### src/lcj_pkg.sv
package lcj_pkg;

	localparam int unsigned DEPTH_BITS_DEF = 16;

	localparam logic [7:0] CH_NL    = 8'h0A;
	localparam logic [7:0] CH_CR    = 8'h0D;
	localparam logic [7:0] CH_BSL   = 8'h5C;
	localparam logic [7:0] CH_QUOTE = 8'h22;
	localparam logic [7:0] CH_SLASH = 8'h2F;
	localparam logic [7:0] CH_STAR  = 8'h2A;
	localparam logic [7:0] CH_LPAR  = 8'h28;
	localparam logic [7:0] CH_RPAR  = 8'h29;
	localparam logic [7:0] CH_SPACE = 8'h20;

	localparam logic KIND_DATA = 1'b0;
	localparam logic KIND_END  = 1'b1;

	typedef enum logic [3:0] {
		M_NORMAL    = 4'd0,
		M_LINE      = 4'd1,
		M_BLOCK     = 4'd2,
		M_BLK_STAR  = 4'd3,
		M_STR       = 4'd4,
		M_STR_ESC   = 4'd5,
		M_SLASH     = 4'd6,
		M_BSL       = 4'd7,
		M_BSL_CR    = 4'd8
	} lcj_mode_t;

	typedef struct packed {
		logic       kind;
		logic [7:0] in_byte;
	} lcj_in_t;

	typedef struct packed {
		logic [7:0] out_byte;
		logic       byte_valid;
		logic       run_last;
		logic       stream_end;
	} lcj_out_t;

	// results of one item: count (0..2) and up to two result items
	typedef struct packed {
		logic [1:0] n;
		lcj_out_t   r0;
		lcj_out_t   r1;
	} lcj_emit_t;

	function automatic lcj_out_t mk_res(input logic [7:0] b, input logic last);
		lcj_out_t r;
		r.out_byte   = b;
		r.byte_valid = 1'b1;
		r.run_last   = last;
		r.stream_end = 1'b0;
		return r;
	endfunction

endpackage

### src/lcj_step.sv
module lcj_step #(
	parameter int unsigned DEPTH_BITS = lcj_pkg::DEPTH_BITS_DEF
) (
	input  lcj_pkg::lcj_in_t   item,
	input  lcj_pkg::lcj_mode_t mode,
	input  logic [DEPTH_BITS-1:0] depth,
	output lcj_pkg::lcj_mode_t mode_nxt,
	output logic [DEPTH_BITS-1:0] depth_nxt,
	output lcj_pkg::lcj_emit_t emit
);
	import lcj_pkg::*;

	logic [7:0] c;
	assign c = item.in_byte;

	always_comb begin
		mode_nxt  = mode;
		depth_nxt = depth;
		emit      = '0;
		if (item.kind == KIND_END) begin
			emit.n = 2'd1;
			emit.r0.stream_end = 1'b1;
			emit.r0.run_last   = 1'b1;
			unique case (mode)
				M_SLASH: begin
					emit.r0.out_byte   = CH_SLASH;
					emit.r0.byte_valid = 1'b1;
				end
				M_BSL, M_BSL_CR: begin
					emit.r0.out_byte   = CH_BSL;
					emit.r0.byte_valid = 1'b1;
				end
				M_BLK_STAR: begin
					emit.r0.out_byte   = CH_STAR;
					emit.r0.byte_valid = 1'b1;
				end
				default: ;
			endcase
			mode_nxt  = M_NORMAL;
			depth_nxt = '0;
		end else begin
			unique case (mode)
				M_LINE: begin
					emit.n  = 2'd1;
					emit.r0 = mk_res(c, 1'b1);
					if (c == CH_NL) mode_nxt = M_NORMAL;
				end
				M_BLOCK: begin
					if (c == CH_STAR) begin
						mode_nxt = M_BLK_STAR;
					end else begin
						emit.n  = 2'd1;
						emit.r0 = mk_res(c, 1'b1);
					end
				end
				M_BLK_STAR: begin
					emit.n   = 2'd2;
					emit.r0  = mk_res(CH_STAR, 1'b0);
					emit.r1  = mk_res(c, 1'b1);
					mode_nxt = (c == CH_SLASH) ? M_NORMAL : M_BLOCK;
				end
				M_STR: begin
					emit.n  = 2'd1;
					emit.r0 = mk_res(c, 1'b1);
					if (c == CH_BSL) mode_nxt = M_STR_ESC;
					else if (c == CH_QUOTE) mode_nxt = M_NORMAL;
				end
				M_STR_ESC: begin
					emit.n   = 2'd1;
					emit.r0  = mk_res(c, 1'b1);
					mode_nxt = M_STR;
				end
				M_SLASH: begin
					emit.n  = 2'd2;
					emit.r0 = mk_res(CH_SLASH, 1'b0);
					emit.r1 = mk_res(c, 1'b1);
					if (c == CH_SLASH) mode_nxt = M_LINE;
					else if (c == CH_STAR) mode_nxt = M_BLOCK;
					else mode_nxt = M_NORMAL;
				end
				M_BSL, M_BSL_CR: begin
					if (mode == M_BSL && c == CH_CR) begin
						mode_nxt = M_BSL_CR;
					end else if (c == CH_NL) begin
						mode_nxt = M_NORMAL;
					end else begin
						emit.n   = 2'd2;
						emit.r0  = mk_res(CH_BSL, 1'b0);
						emit.r1  = mk_res(c, 1'b1);
						mode_nxt = M_NORMAL;
					end
				end
				default: begin
					mode_nxt = M_NORMAL;
					if (c == CH_SLASH) begin
						mode_nxt = M_SLASH;
					end else if (c == CH_BSL) begin
						mode_nxt = M_BSL;
					end else begin
						emit.n  = 2'd1;
						emit.r0 = mk_res(c, 1'b1);
						if (c == CH_QUOTE) begin
							mode_nxt = M_STR;
						end else if (c == CH_LPAR) begin
							if (depth != '1) depth_nxt = depth + 1'b1;
						end else if (c == CH_RPAR) begin
							if (depth != '0) depth_nxt = depth - 1'b1;
						end else if (c == CH_NL && depth != '0) begin
							emit.r0 = mk_res(CH_SPACE, 1'b1);
						end
					end
				end
			endcase
		end
	end

endmodule

### src/lcj_outbuf.sv
module lcj_outbuf (
	input  logic               clk,
	input  logic               arst_n,
	input  logic               push,
	input  lcj_pkg::lcj_emit_t emit,
	output logic [1:0]         room,
	output logic               result_valid,
	input  logic               result_ready,
	output lcj_pkg::lcj_out_t  result
);
	import lcj_pkg::*;

	logic [1:0] cnt_q;
	lcj_out_t   slot_q [2];
	lcj_out_t   slot_d [2];
	logic [1:0] cnt_d;
	logic       pop;
	logic [1:0] base;

	assign pop          = (cnt_q != 2'd0) && result_ready;
	assign base         = cnt_q - {1'b0, pop};
	assign room         = 2'd2 - base;
	assign result_valid = (cnt_q != 2'd0);
	assign result       = slot_q[0];

	always_comb begin
		slot_d[0] = pop ? slot_q[1] : slot_q[0];
		slot_d[1] = slot_q[1];
		cnt_d     = base;
		if (push && emit.n != 2'd0) begin
			if (base == 2'd0) begin
				slot_d[0] = emit.r0;
				slot_d[1] = emit.r1;
			end else begin
				slot_d[1] = emit.r0;
			end
			cnt_d = base + emit.n;
		end
	end

	always_ff @(posedge clk or negedge arst_n) begin
		if (!arst_n) begin
			cnt_q <= 2'd0;
		end else begin
			cnt_q <= cnt_d;
		end
	end

	always_ff @(posedge clk) begin
		slot_q[0] <= slot_d[0];
		slot_q[1] <= slot_d[1];
	end

endmodule

### src/line_continuation_joiner_core.sv
// Order: an accepted item is held in the input stage, then its results in the result buffer.
// Throughput: one item per cycle while results are taken and no item yields two results;
// results leave one per cycle, so two-result items slow the input to the result rate.
// Reset: arst_n clears the scan mode to normal, the paren depth to zero and
// empties the input stage and the two-entry result buffer.
module line_continuation_joiner_core #(
	parameter int unsigned DEPTH_BITS = lcj_pkg::DEPTH_BITS_DEF
) (
	input  logic              clk,
	input  logic              arst_n,
	input  logic              item_valid,
	output logic              item_ready,
	input  lcj_pkg::lcj_in_t  item,
	output logic              result_valid,
	input  logic              result_ready,
	output lcj_pkg::lcj_out_t result
);
	import lcj_pkg::*;

	logic                  valid_s1;
	lcj_in_t               item_s1;
	lcj_mode_t             mode_q;
	logic [DEPTH_BITS-1:0] depth_q;
	lcj_mode_t             mode_nxt;
	logic [DEPTH_BITS-1:0] depth_nxt;
	lcj_emit_t             emit;
	logic [1:0]            room;
	logic                  adv;

	assign adv        = valid_s1 && (emit.n <= room);
	assign item_ready = !valid_s1 || adv;

	lcj_step #(.DEPTH_BITS(DEPTH_BITS)) u_step (
		.item      (item_s1),
		.mode      (mode_q),
		.depth     (depth_q),
		.mode_nxt  (mode_nxt),
		.depth_nxt (depth_nxt),
		.emit      (emit)
	);

	lcj_outbuf u_outbuf (
		.clk          (clk),
		.arst_n       (arst_n),
		.push         (adv),
		.emit         (emit),
		.room         (room),
		.result_valid (result_valid),
		.result_ready (result_ready),
		.result       (result)
	);

	always_ff @(posedge clk or negedge arst_n) begin
		if (!arst_n) begin
			valid_s1 <= 1'b0;
			mode_q   <= M_NORMAL;
			depth_q  <= '0;
		end else begin
			if (item_valid && item_ready) valid_s1 <= 1'b1;
			else if (adv) valid_s1 <= 1'b0;
			if (adv) begin
				mode_q  <= mode_nxt;
				depth_q <= depth_nxt;
			end
		end
	end

	always_ff @(posedge clk) begin
		if (item_valid && item_ready) item_s1 <= item;
	end

endmodule
### config.mk
export PLATFORM = sky130hd
export DESIGN_NAME = line_continuation_joiner_core
export DESIGN_NICKNAME = d
export VERILOG_FILES = /design/src/lcj_pkg.sv /design/src/lcj_step.sv /design/src/lcj_outbuf.sv /design/src/line_continuation_joiner_core.sv
export SDC_FILE = /design/constraint.sdc
export NUM_CORES = 1
export LEC_CHECK = 0
export ABC_CLOCK_PERIOD_IN_PS = 5100
export BUFFER_PORTS_ARGS = -buffer_cell sky130_fd_sc_hd__buf_2
export CAP_MARGIN = 20
export CELL_PAD_IN_SITES_DETAIL_PLACEMENT = 0
export CELL_PAD_IN_SITES_GLOBAL_PLACEMENT = 1
export CORE_MARGIN = 2
export CORE_UTILIZATION = 47
export CTS_CLUSTER_SIZE = 40
export DETAILED_ROUTE_END_ITERATION = 7
export GPL_TIMING_DRIVEN = 0
export PLACE_DENSITY = 0.77
export REMOVE_ABC_BUFFERS = 1
export SLEW_MARGIN = 20
export SYNTH_ARGS = -nofsm -noshare
export SYNTH_HDL_FRONTEND = slang
export SYNTH_SLANG_ARGS = --single-unit
### constraint.sdc
create_clock -name clk -period 5.1 [get_ports clk]
set_clock_uncertainty 0.15 [all_clocks]
set_input_delay 0.51 -clock clk [delete_from_list [all_inputs] [get_ports clk]]
set_output_delay 0.51 -clock clk [all_outputs]
set_load 0.02 [all_outputs]
# Yosys cells after proc, flatten, opt, wreduce, memory -nomap -nowiden
# Memory sizes are Yosys's and may differ from the RTL's.
# Cells that the tools add are included.
# op_classes
addsub	5
magnitude_cmp	1
eq_ne	25
mux	43
reduce_logical	21
# op_table
op	count
$mux 16	9
$mux 11	8
$pmux 13 s5	1
$mux 24	2
$eq 8x6->1 const B	5
$mux 4	8
$pmux 4 s7	1
$mux 13	2
$mux 12	2
$pmux 8 s3	1
$mux 22	1
$pmux 11 s2	1
$add 16x1->16 const B	1
$eq 4x3->1 const B	4
$eq 8x4->1 const B	2
$ne 16x16->1 const B	1
$reduce_bool 16->1	1
$sub 16x1->16 const B	1
$eq 4x2->1 const B	2
$eq 8x7->1 const B	1
$mux 2	4
$reduce_and 8->1	1
$reduce_or 8->1	1
$logic_and 1x1->1	6
21 further kinds	29
# word_totals
reg_bits	32
ramBits	22
in_bits	13
output_inout_bits	13
word_cells	102
memories	1
# mem_list
name	words	word_bits	rd	rd_clocked_by_memory_dff	write_ports	line_no	text
u_outbuf.slot_q	2	11	2	0	2	lcj_outbuf.sv:14	lcj_out_t slot_q [2];

# Longest topological paths before layout
# Gate-level depths: netlist (run 1).
# logic_depth
word_depth	15
depth_mapped	14
depth_no_buf	13

# Cells and area by module
# From an unflattened synthesis (run 1), not the netlist that was laid out.
# unflattened
hier_cells	454
area_unflattened_um2	4121.5
# modules_own_cells
module	n_inst	cells_per_inst	area_per_inst_um2	seq_area_each_um2
lcj_step	1	277	1745.4	0.0
line_continuation_joiner_core	1	64	1212.4	795.8
lcj_outbuf	1	113	1163.6	600.6

# Worst setup path after synthesis (run 1)
# OpenSTA, ideal clock, no wires.
# synth_path
path_kind	register -> register
from	register u_outbuf.cnt_q[0]
to	register u_outbuf.cnt_q[0]
setup_time_ns	0.125
arrival_time_ns	3.585
required_ns	4.825
setup_slack_ns	1.241
stages_incl_launch_ff	13
n_path_buf	0
synth_period_minus_slack_ns	3.859
cell_sequence	dfrtp_1 or2_2 nand2_1 clkinv_1 ha_1 xnor2_1 ha_1 ha_1 nor2b_1 o22ai_1 nand2_1 a31oi_1 mux2_2
# synth_via
elab_chain_cells	8
word_cells_on_any_way	9
cone_classes	add/sub: 3; order compare: 1; mux: 1; reduce/logical: 4
# synth_rtl
element	line_no	text
from (decl)	lcj_outbuf.sv:13	logic [1:0] cnt_q;
from (signal assigned)	lcj_outbuf.sv:45	cnt_q <= cnt_d;
$reduce_bool 2->1 (*)	-	
net result_valid	line_continuation_joiner_core.sv:14	output logic result_valid,
$logic_and 1x1->1 (*)	lcj_outbuf.sv:20	assign pop = (cnt_q != 2'd0) && result_ready;
$sub 2x1->2 (*)	lcj_outbuf.sv:21	assign base = cnt_q - {1'b0, pop};
$sub 2x2->2	lcj_outbuf.sv:22	assign room = 2'd2 - base;
$le 2x2->1	line_continuation_joiner_core.sv:30	assign adv = valid_s1 && (emit.n <= room);
$logic_and 1x1->1	line_continuation_joiner_core.sv:30	
$logic_and 1x1->1	lcj_outbuf.sv:30	if (push && emit.n != 2'd0) begin
$mux 2 (*)	lcj_outbuf.sv:30	
net u_outbuf.cnt_d[0]	lcj_outbuf.sv:16	logic [1:0] cnt_d;
# The timed path passes the listed nets; every way through them passes the cells marked *.
# A chain may end at the register's enable or synchronous reset.

==> flow_metrics.py, run 1 <==
metrics = {
    "outcome": {
        "run_status": "finished clean",
    },
    "routing": {
        "wl_mm": 8.72,
        "wire_per_inst_um": 17.0,
        "drt-vias-per-instance": 6.01,
        "post-route-drc-count": 0,
        "detail_route.first_pass.iterations": 4,
        "initialDrtViolationCount": 184,
        "drtAntennaViolNets": 0,
        "route.vias.total": 3089,
    },
    "yosys": {
        "synth_top_cell_area_share": 0.159,
        "synth_cell_types": 68,
        "synth.yosys.seq_area_share": 0.371,
        "netlist.top_cell.by_area": "sky130_fd_sc_hd__edfxtp_1",
        "ys_seq_elements": 54,
        "synth-warning-count": 0,
        "post_synth_main_area_contributors": "sky130_fd_sc_hd__edfxtp_1 (16%), sky130_fd_sc_hd__dfrtp_1 (15%), sky130_fd_sc_hd__ha_1 (6.3%)",
        "synth_cells": 404,
        "synth_area_um2": 3770,
        "number_of_enable_type_register_cells_in_the_synthesized_netlist": 20,
        "synth-main-ff-cell": "sky130_fd_sc_hd__dfrtp_1",
        "synth_async_sr_flop_share": 0.426,
        "syn-mean-instance-area_um2": 9.33,
    },
    "timing": {
        "max_freq_mhz": 215,
        "final.setup.tns_ps": 0,
        "final_period_minus_worst_setup_slack_ps": 4650,
        "finalMaxSlewViolations": 0,
        "whs_ps": 23.7,
        "setup_ws_ps": 453,
        "timing.final.hold_violations": 0,
        "final-setup-viol-count": 0,
        "rsz0062_at_grt": "no",
        "final_min_period_over_clock_period": 0.911,
        "headroom_to_the_max_slew_limit": 0.394,
        "tightestPinTransition_ps": 909,
    },
    "floorplan": {
        "floorplan_die_height_um": 93.5,
        "floorplan.die.width_um": 93.5,
        "starting_density_of_the_core": 0.485,
        "coreArea_um2": 7770,
        "floorplan.io_pins": 26,
        "fp.dieArea_um2": 8750,
        "rows": 32,
    },
    "critical_path": {
        "data_required_time_of_the_critical_path_ps": 5170,
        "critical_path.startpoint_type": "flop",
        "crit_path_cell_trace": "nor4b_1, a21oi_1, a311oi_1, ha_1, nor2b_1, o22ai_1, nand2_1, a311oi_4, nor2_1, a31o_2",
        "crit_path_max_fanout": 22,
        "worst_path_largest_cell_delay_ps": 840,
        "worstSetupEndpointType": "flop",
        "cp.arrival_ps": 4710,
        "critPathKind": "flop to flop",
        "crit_path_top_delay_cell": "sky130_fd_sc_hd__a311oi_4",
    },
    "grt": {
        "grt_start_max_net_pins": 26,
        "first_pass_grt_wire_length_mm": 14.7,
        "grt_pass1_vias": 2942,
        "gr-usage-all-layers": 0.211,
        "overflow": 0,
        "antenna_found_initial": 0,
    },
    "layout": {
        "final_layout_size_suffix_gt1_frac": 0.150,
        "layout_commonest_cell": "sky130_fd_sc_hd__nand2_1",
        "mostFrequentLayoutCells": "sky130_fd_sc_hd__nand2_1 (43), sky130_fd_sc_hd__a21oi_1 (33), sky130_fd_sc_hd__buf_2 (25)",
        "num-nets-final": 444,
        "area_growth_pct": 6.14,
        "num_antenna_cells": 0,
    },
    "power_and_ir_drop": {
        "powerDensity_nw_per_um2": 737,
        "leakage_power_nw": 1.60,
        "worst_case_vdd_ir_drop_mv": 0.430,
        "final_total_pwr_mw": 2.95,
    },
    "clocking": {
        "post-cts-setup-buffers": 0,
        "cts_max_path_buffers": 2,
        "cts_hold_buffers": 0,
        "cts_made_buffers": 5,
        "cts_max_level": 2,
        "clk_pin_slew_ps": 100,
        "cts_repair_resize_count": 0,
        "clkSinkCount": 54,
        "tritoncts": "done",
        "worst_skew_late_latency_ps": 310,
        "ctsRootBufferMaster": "sky130_fd_sc_hd__clkbuf_8",
    },
    "place": {
        "io_buffer_count": 25,
        "pre_cts_ws_ps": 491,
        "gpl.final_weighted_congestion": 0.895,
        "post-dp-hpwl_mm": 6.47,
    },
    "job": {
        "maxCapViolCount": 0,
    },
    "hold_path": {
        "min_path_type": "input pin to async pin",
    },
}
-- cell type report --
class,count,area [µm²]
clock buffers,5,68.8
clock inverters,3,43.8
fillers,770,3770
inverters,18,67.6
multi-input cells,306,2160
flip-flops and latches,54,1400
well taps,102,128
repair buffers,26,140
-- per-stage QoR --
step                utilization  cells  area, µm²
floorplan                     -    378       3610
global placement          0.498    505       3870
detailed placement        0.500    506       3890
CTS                       0.515    514       4000
global route              0.515    514       4000
finish                    0.515    514       4000
-- worst max-delay path, delay by kind of cell (launching register included) --
kind                       cells  cell delay (ps)
AOI/OAI and AO/OA              5             2340
adders and majority gates      1              360
DFF                            1              640
and+or+nand+nor                4             1050
-- flip-flops by register name (all words and copies together) (netlist names) --
| register | count |
|---|---|
| u_outbuf.slot_q | 22 |
| depth_q | 16 |
| u_outbuf.cnt_q | 2 |
| valid_s1 | 1 |
| item_s1 | 9 |
| mode_q | 4 |
-- per-layer routing --
| layer | up-vias | global-route usage | wire length (µm) |
|---|---|---|---|
| met2 | 83 | 0.334 | 3810 |
| met4 | 0 | 0.0435 | 98 |
| met3 | 8 | 0.0250 | 437 |
| met5 | - | 0 | 0 |
| li1 | 1524 | - | - |
| met1 | 1474 | 0.312 | 4380 |
-- final timing paths --
check / start / endpoint / slack [ps] / cells past startpoint
worst max-delay path: mode_q[3] / u_outbuf.slot_q[0][6] / 450 / 10
worst max register to register: mode_q[3] / u_outbuf.slot_q[0][6] / 450 / 10
min in group clk: item[5] / item_s1[5] / 220 / 1
worst min register to register: u_outbuf.slot_q[0][15] / u_outbuf.slot_q[0][4] / 370 / 2
max in group asynchronous: arst_n / depth_q[14] / 4410 / 1
worst min-delay path: arst_n / mode_q[1] / 20 / 1
-- Yosys cell counts, types with 3 or more instances --
| cell type | n |
|---|---|
| sky130_fd_sc_hd__a21oi_1 | 33 |
| sky130_fd_sc_hd__dfrtp_1 | 23 |
| sky130_fd_sc_hd__nor2_1 | 12 |
| sky130_fd_sc_hd__nand2b_1 | 6 |
| sky130_fd_sc_hd__edfxtp_1 | 20 |
| sky130_fd_sc_hd__nor4_1 | 6 |
| sky130_fd_sc_hd__and3_1 | 4 |
| sky130_fd_sc_hd__nand2_1 | 43 |
| sky130_fd_sc_hd__nand3_1 | 9 |
| sky130_fd_sc_hd__and4bb_2 | 3 |
| sky130_fd_sc_hd__mux2_2 | 5 |
| sky130_fd_sc_hd__buf_4 | 12 |
| sky130_fd_sc_hd__ha_1 | 19 |
| sky130_fd_sc_hd__xor2_1 | 6 |
| sky130_fd_sc_hd__and2_1 | 14 |
| sky130_fd_sc_hd__xnor2_1 | 9 |
| sky130_fd_sc_hd__mux2i_1 | 5 |
| sky130_fd_sc_hd__nand4_1 | 6 |
| sky130_fd_sc_hd__nor2b_1 | 5 |
| sky130_fd_sc_hd__a211oi_1 | 10 |
| sky130_fd_sc_hd__dfxtp_1 | 11 |
| sky130_fd_sc_hd__or2_2 | 4 |
| sky130_fd_sc_hd__a22o_1 | 8 |
| sky130_fd_sc_hd__or4_1 | 3 |
| sky130_fd_sc_hd__o211ai_1 | 7 |
| sky130_fd_sc_hd__buf_2 | 4 |
| sky130_fd_sc_hd__o22ai_1 | 3 |
| sky130_fd_sc_hd__o31ai_1 | 9 |
| sky130_fd_sc_hd__clkbuf_1 | 9 |
| sky130_fd_sc_hd__a31oi_1 | 8 |
| sky130_fd_sc_hd__o21ai_0 | 18 |
| sky130_fd_sc_hd__inv_1 | 17 |
| sky130_fd_sc_hd__o21a_1 | 3 |
| sky130_fd_sc_hd__nor3_1 | 7 |
| sky130_fd_sc_hd__o31a_1 | 3 |
-- power breakdown --
| group | internal (mW) | switching, mW | total, mW | leakage [nW] |
|---|---|---|---|---|
| sequential | 0.716 | 0.190 | 0.905 | 0.584 |
| combinational | 0.714 | 1.03 | 1.75 | 0.959 |
| clock | 0.147 | 0.149 | 0.297 | 0.0585 |
| total | 1.58 | 1.37 | 2.95 | 1.60 |
-- cells by family (layout without fill, tap and decap cells) --
group                      after synthesis  after routing  synth area share
adders and majority gates               20             20            0.0684
muxes                                   10             10            0.0282
xor gates and xnor gates                15             15            0.0349
and+or+nand+nor                        133            133             0.199
DFF                                     54             54             0.371
AOI/OAI and AO/OA                      128            128             0.240
buffers and inverters                   44             52            0.0591
(Power assumes the default switching activity.)
==> run 2: changes to the inputs <==
--- a/config.mk
+++ b/config.mk
@@ -15,7 +15,7 @@
 export CTS_CLUSTER_SIZE = 40
 export DETAILED_ROUTE_END_ITERATION = 7
 export GPL_TIMING_DRIVEN = 0
-export PLACE_DENSITY = 0.77
+export PLACE_DENSITY = 0.89
 export REMOVE_ABC_BUFFERS = 1
 export SLEW_MARGIN = 20
 export SYNTH_ARGS = -nofsm -noshare
==> run 2 against run 1 <==
Effect of this change: clock power rose by 5%; core utilization rose by 0.19 points; critical path type unchanged; largest power group unchanged; via count fell by 1.9%.
==> flow_metrics.py, run 2 (synthesized netlist as in run 1, its figures left out) <==
metrics = {
    "floorplan": {
        "starting_density_of_the_core": 0.485,
        "floorplan_die_height_um": 93.5,
        "coreArea_um2": 7770,
        "fp.dieArea_um2": 8750,
        "floorplan.die.width_um": 93.5,
        "floorplan.io_pins": 26,
        "rows": 32,
    },
    "clocking": {
        "cts_hold_buffers": 0,
        "cts_made_buffers": 5,
        "clkSinkCount": 54,
        "worst_skew_late_latency_ps": 300,
        "cts_max_path_buffers": 2,
        "post-cts-setup-buffers": 0,
        "ctsRootBufferMaster": "sky130_fd_sc_hd__clkbuf_8",
        "cts_max_level": 2,
        "clk_pin_slew_ps": 100,
        "cts_repair_resize_count": 0,
        "tritoncts": "done",
    },
    "place": {
        "io_buffer_count": 25,
        "gpl.final_weighted_congestion": 0.904,
        "placed_area_um2": 3870,
        "place.detailed.instances": 505,
        "post-dp-hpwl_mm": 5.92,
    },
    "timing": {
        "final_min_period_over_clock_period": 0.875,
        "max_freq_mhz": 224,
        "final-setup-viol-count": 0,
        "rsz0062_at_grt": "no",
        "headroom_to_the_max_slew_limit": 0.434,
        "tightestPinTransition_ps": 849,
        "timing.final.hold_violations": 0,
        "final_period_minus_worst_setup_slack_ps": 4460,
        "finalMaxSlewViolations": 0,
        "final.setup.tns_ps": 0,
    },
    "layout": {
        "mostFrequentLayoutCells": "sky130_fd_sc_hd__nand2_1 (43), sky130_fd_sc_hd__a21oi_1 (33), sky130_fd_sc_hd__buf_2 (25)",
        "largest-register": "u_outbuf.slot_q",
        "num_antenna_cells": 0,
        "area_growth_pct": 6.54,
        "final_layout_size_suffix_gt1_frac": 0.148,
        "finalInstanceArea_um2": 4020,
        "num-nets-final": 444,
        "layout.cells.non_filler": 514,
        "largest_register_ff_count": 22,
        "layout_commonest_cell": "sky130_fd_sc_hd__nand2_1",
        "top_regs": "u_outbuf.slot_q (22), depth_q (16), item_s1 (9)",
    },
    "critical_path": {
        "crit_path_top_delay_cell": "sky130_fd_sc_hd__a311oi_4",
        "critPathKind": "flop to flop",
        "crit_path_max_fanout": 22,
        "worst_path_largest_cell_delay_ps": 800,
        "worstSetupEndpointType": "flop",
        "data_required_time_of_the_critical_path_ps": 5150,
        "cp.arrival_ps": 4520,
        "cell_repeated_most_along_the_worst_path": "sky130_fd_sc_hd__ha_1",
        "critical_path.startpoint_type": "flop",
        "crit_path_cell_trace": "or2_2, nand2_1, clkinv_1, ha_1, xnor2_1, ha_1, ha_1, nor2b_1, o22ai_1, nand2_1, a311oi_4, nor2_1, a31o_2",
    },
    "grt": {
        "gr-usage-all-layers": 0.191,
        "grt_pass1_vias": 2839,
        "overflow": 0,
        "antenna_found_initial": 0,
        "grt_start_max_net_pins": 31,
        "first_pass_grt_wire_length_mm": 13.5,
    },
    "hold_path": {
        "min_path_type": "input pin to async pin",
    },
    "routing": {
        "initialDrtViolationCount": 183,
        "met3RoutedLength_um": 383,
        "route.met2.wl_mm": 3.57,
        "wl_mm": 7.98,
        "dr.max_layer_used": "met4",
        "route.vias.total": 3031,
        "detail_route.first_pass.iterations": 4,
        "wire_per_inst_um": 15.5,
        "post-route-drc-count": 0,
        "drt-met1-wl_mm": 3.96,
        "drtAntennaViolNets": 0,
        "drt-vias-per-instance": 5.90,
    },
    "power_and_ir_drop": {
        "leakage_power_nw": 1.61,
        "worst_case_vdd_ir_drop_mv": 0.456,
        "powerDensity_nw_per_um2": 731,
    },
    "outcome": {
        "run_status": "finished clean",
    },
    "job": {
        "maxCapViolCount": 0,
    },
}
[run 2: layout make-up]
class                           count  area, µm²
Inverter                           18       67.6
Tap cell                          102        128
Timing Repair Buffer               26        140
Multi-Input combinational cell    306       2160
Clock buffer                        6       93.8
Clock inverter                      2       33.8
Fill cell                         727       3750
Sequential cell                    54       1400
[run 2: report_power, final]
group / switching, mW / internal (mW) / total [mW]
clock network: 0.136 / 0.175 / 0.311
registers: 0.192 / 0.716 / 0.907
logic: 1.00 / 0.713 / 1.72
total: 1.33 / 1.60 / 2.94
[run 2: worst max-delay path: cells and delay by family (launching register included)]
family	cells	cell delay, ps
AO/OA/AOI/OAI	3	1270
AND/OR/NAND/NOR	5	1120
adder cells (fa/ha/maj)	3	870
flip-flops	1	380
buffers and inverters	1	320
XOR/XNOR	1	240
[run 2: metal layers]
layer,global-route usage,vias to the layer above
met5,0,-
met4,0.0495,0
met3,0.0282,7
met2,0.303,84
met1,0.274,1417
li1,-,1523
[run 2: final timing paths]
path                       cells after the start  slack (ps)                   start               endpoint
setup / recovery                              13         640       u_outbuf.cnt_q[0]  u_outbuf.slot_q[0][6]
hold / removal                                 1          30                  arst_n              mode_q[0]
hold reg to reg                                2         360  u_outbuf.slot_q[0][15]  u_outbuf.slot_q[0][4]
setup reg to reg                              13         640       u_outbuf.cnt_q[0]  u_outbuf.slot_q[0][6]
min in group clk                               1         220                 item[8]             item_s1[8]
max in group asynchronous                      1        4400                  arst_n             depth_q[0]
[run 2: stage by stage]
step           power [mW]  utilization  hold WS (ps)  setup slack (ps)
2_1_floorplan        2.21            -          64.4              1010
3_3_place_gp         2.57        0.498           338               362
3_5_place_dp         2.62        0.499           345               593
4_1_cts              2.94        0.515          45.3               562
5_1_grt              3.20        0.517          59.3               262
6_report             2.94        0.517          30.9               637
==> run 3: changes to the inputs <==
--- a/config.mk
+++ b/config.mk
@@ -14,7 +14,6 @@
 export CORE_UTILIZATION = 47
 export CTS_CLUSTER_SIZE = 40
 export DETAILED_ROUTE_END_ITERATION = 7
-export GPL_TIMING_DRIVEN = 0
 export PLACE_DENSITY = 0.89
 export REMOVE_ABC_BUFFERS = 1
 export SLEW_MARGIN = 20
==> run 3 against run 2 <==
Effect of this change: sequential share of layout area grew 0.39 points; via count grew 2.8%; global-route usage grew 0.99 points; core utilization shrank 0.58 points; critical path type unchanged; critical endpoint unchanged.
==> flow_metrics.py, run 3 (synthesized netlist as in run 1, its figures left out) <==
metrics = {
    "floorplan": {
        "coreArea_um2": 7770,
        "fp.dieArea_um2": 8750,
        "floorplan.die.width_um": 93.5,
        "starting_density_of_the_core": 0.485,
        "rows": 32,
        "floorplan_die_height_um": 93.5,
        "floorplan.io_pins": 26,
    },
    "layout": {
        "largest-register": "u_outbuf.slot_q",
        "largest_register_ff_count": 22,
        "num_antenna_cells": 0,
        "finalInstanceArea_um2": 3970,
        "area_growth_pct": 5.35,
        "final_layout_size_suffix_gt1_frac": 0.148,
        "mostFrequentLayoutCells": "sky130_fd_sc_hd__nand2_1 (43), sky130_fd_sc_hd__a21oi_1 (33), sky130_fd_sc_hd__buf_2 (25)",
        "final-seq-area_um2": 1400,
        "layout_commonest_cell": "sky130_fd_sc_hd__nand2_1",
        "top_regs": "u_outbuf.slot_q (22), depth_q (16), item_s1 (9)",
        "multiInputGateArea_um2": 2150,
        "filler_cell_count": 729,
        "final_cell_utilization_of_the_core": 0.511,
        "num-nets-final": 445,
    },
    "power_and_ir_drop": {
        "powerDensity_nw_per_um2": 728,
        "leakage_power_nw": 1.59,
        "worst_case_vdd_ir_drop_mv": 0.403,
    },
    "place": {
        "placed_area_um2": 3880,
        "io_buffer_count": 25,
        "post-dp-hpwl_mm": 6.17,
        "gpl.final_weighted_congestion": 0.947,
    },
    "critical_path": {
        "r2r_slack_ps": 670,
        "cp.arrival_ps": 4500,
        "cp_num_buf_inv": 1,
        "worst_path_largest_cell_delay_ps": 790,
        "crit_path_cell_trace": "or2_2, nand2_1, clkinv_1, ha_1, xnor2_1, ha_1, ha_1, nor2b_1, o22ai_1, nand2_1, a311oi_4, nor2_1, a31o_2",
        "worst_path_dominant_cell_family": "compound AO/OA/AOI/OAI gates",
        "worstSetupEndpointType": "flop",
        "timing.reg2reg.worst_path_depth": 13,
        "worstReg2RegEnd": "u_outbuf.slot_q[0][6]",
        "data_required_time_of_the_critical_path_ps": 5170,
        "critical_path.startpoint_type": "flop",
        "crit_path_top_delay_cell": "sky130_fd_sc_hd__a311oi_4",
        "r2r_start": "u_outbuf.cnt_q[0]",
        "critPathKind": "flop to flop",
        "crit_path_max_fanout": 22,
        "cell_repeated_most_along_the_worst_path": "sky130_fd_sc_hd__ha_1",
    },
    "routing": {
        "initialDrtViolationCount": 240,
        "drt-vias-per-instance": 6.05,
        "drtAntennaViolNets": 0,
        "wire_per_inst_um": 16.1,
        "wl_mm": 8.31,
        "detail_route.first_pass.iterations": 4,
        "post-route-drc-count": 0,
        "route.vias.total": 3115,
    },
    "hold_path": {
        "min_path_type": "input pin to async pin",
    },
    "timing": {
        "rsz0062_at_grt": "no",
        "final_period_minus_worst_setup_slack_ps": 4430,
        "tightestPinTransition_ps": 855,
        "finalMaxSlewViolations": 0,
        "max_freq_mhz": 226,
        "final-setup-viol-count": 0,
        "final_min_period_over_clock_period": 0.869,
        "timing.final.hold_violations": 0,
        "whs_ps": 16.7,
        "final.setup.tns_ps": 0,
        "headroom_to_the_max_slew_limit": 0.430,
    },
    "outcome": {
        "run_status": "finished clean",
    },
    "clocking": {
        "cts_hold_buffers": 0,
        "worst_skew_late_latency_ps": 320,
        "post-cts-setup-buffers": 0,
        "cts_max_path_buffers": 2,
        "clkSinkCount": 54,
        "tritoncts": "done",
        "ctsRootBufferMaster": "sky130_fd_sc_hd__clkbuf_8",
        "cts_max_level": 2,
        "cts_made_buffers": 5,
        "clk_pin_slew_ps": 100,
        "cts_repair_resize_count": 0,
    },
    "grt": {
        "gr-usage-all-layers": 0.201,
        "overflow": 0,
        "grt_start_max_net_pins": 31,
        "grt_pass1_vias": 2948,
        "antenna_found_initial": 0,
        "first_pass_grt_wire_length_mm": 14.2,
    },
    "job": {
        "maxCapViolCount": 0,
    },
}
## run 3: changes by cell type in the layout (fill, tap and decap cells not counted), sizes merged
cell      previous run  this run
clkbuf               6         5
clkinvlp             0         1
bufinv               1         0
inv                 17        18
buf                 26        27
## run 3: report_power, final
part / total [mW] / internal [mW] / switching (mW) / leakage, nW
clock network: 0.243 / 0.0970 / 0.146 / 0.0422
logic: 1.75 / 0.723 / 1.03 / 0.961
registers: 0.897 / 0.713 / 0.184 / 0.584
## run 3: stage by stage
stage / worst slack [ps] / power, mW / instances
2_1_floorplan: 1010 / 2.21 / 378
3_3_place_gp: 886 / 2.59 / 507
3_5_place_dp: 702 / 2.64 / 507
4_1_cts: 667 / 2.89 / 515
5_1_grt: 294 / 3.14 / 515
6_report: 668 / 2.89 / 515
## run 3: worst max-delay path by stage
stage                                 start  cells after the start                    end  slack [ps]
after detailed placement  u_outbuf.cnt_q[0]                     13  u_outbuf.slot_q[0][6]         700
final                     u_outbuf.cnt_q[0]                     13  u_outbuf.slot_q[0][6]         670
after global routing      u_outbuf.cnt_q[0]                     13  u_outbuf.slot_q[0][6]         290
after floorplan           u_outbuf.cnt_q[0]                     12      u_outbuf.cnt_q[0]        1010
after CTS                 u_outbuf.cnt_q[0]                     13  u_outbuf.slot_q[0][6]         670
after global placement    u_outbuf.cnt_q[0]                     13  u_outbuf.slot_q[0][6]         890
## run 3: worst register-to-register path, cell delays in order, from the launching register on
cell and delay (ps):
sky130_fd_sc_hd__dfrtp_1 380, sky130_fd_sc_hd__or2_2 300, sky130_fd_sc_hd__nand2_1 330, sky130_fd_sc_hd__clkinv_1 330, sky130_fd_sc_hd__ha_1 300, sky130_fd_sc_hd__xnor2_1 260
sky130_fd_sc_hd__ha_1 310, sky130_fd_sc_hd__ha_1 290, sky130_fd_sc_hd__nor2b_1 130, sky130_fd_sc_hd__o22ai_1 210, sky130_fd_sc_hd__nand2_1 200, sky130_fd_sc_hd__a311oi_4 800
sky130_fd_sc_hd__nor2_1 110, sky130_fd_sc_hd__a31o_2 230
## run 3: per-layer routing
metal,wire [µm],GRT usage,vias to the layer above
met5,0,0,-
li1,-,-,1532
met3,463,0.0290,9
met1,3920,0.280,1478
met4,112,0.0616,0
met2,3820,0.324,96
## run 3: final cells by class
class                      instances  area share
timing repair buffer              27      0.0353
clock buffer                       5      0.0173
tap                              102      0.0321
sequential                        54       0.352
multi-input combinational        306       0.541
inverter                          18      0.0170
clock inverter                     3     0.00504
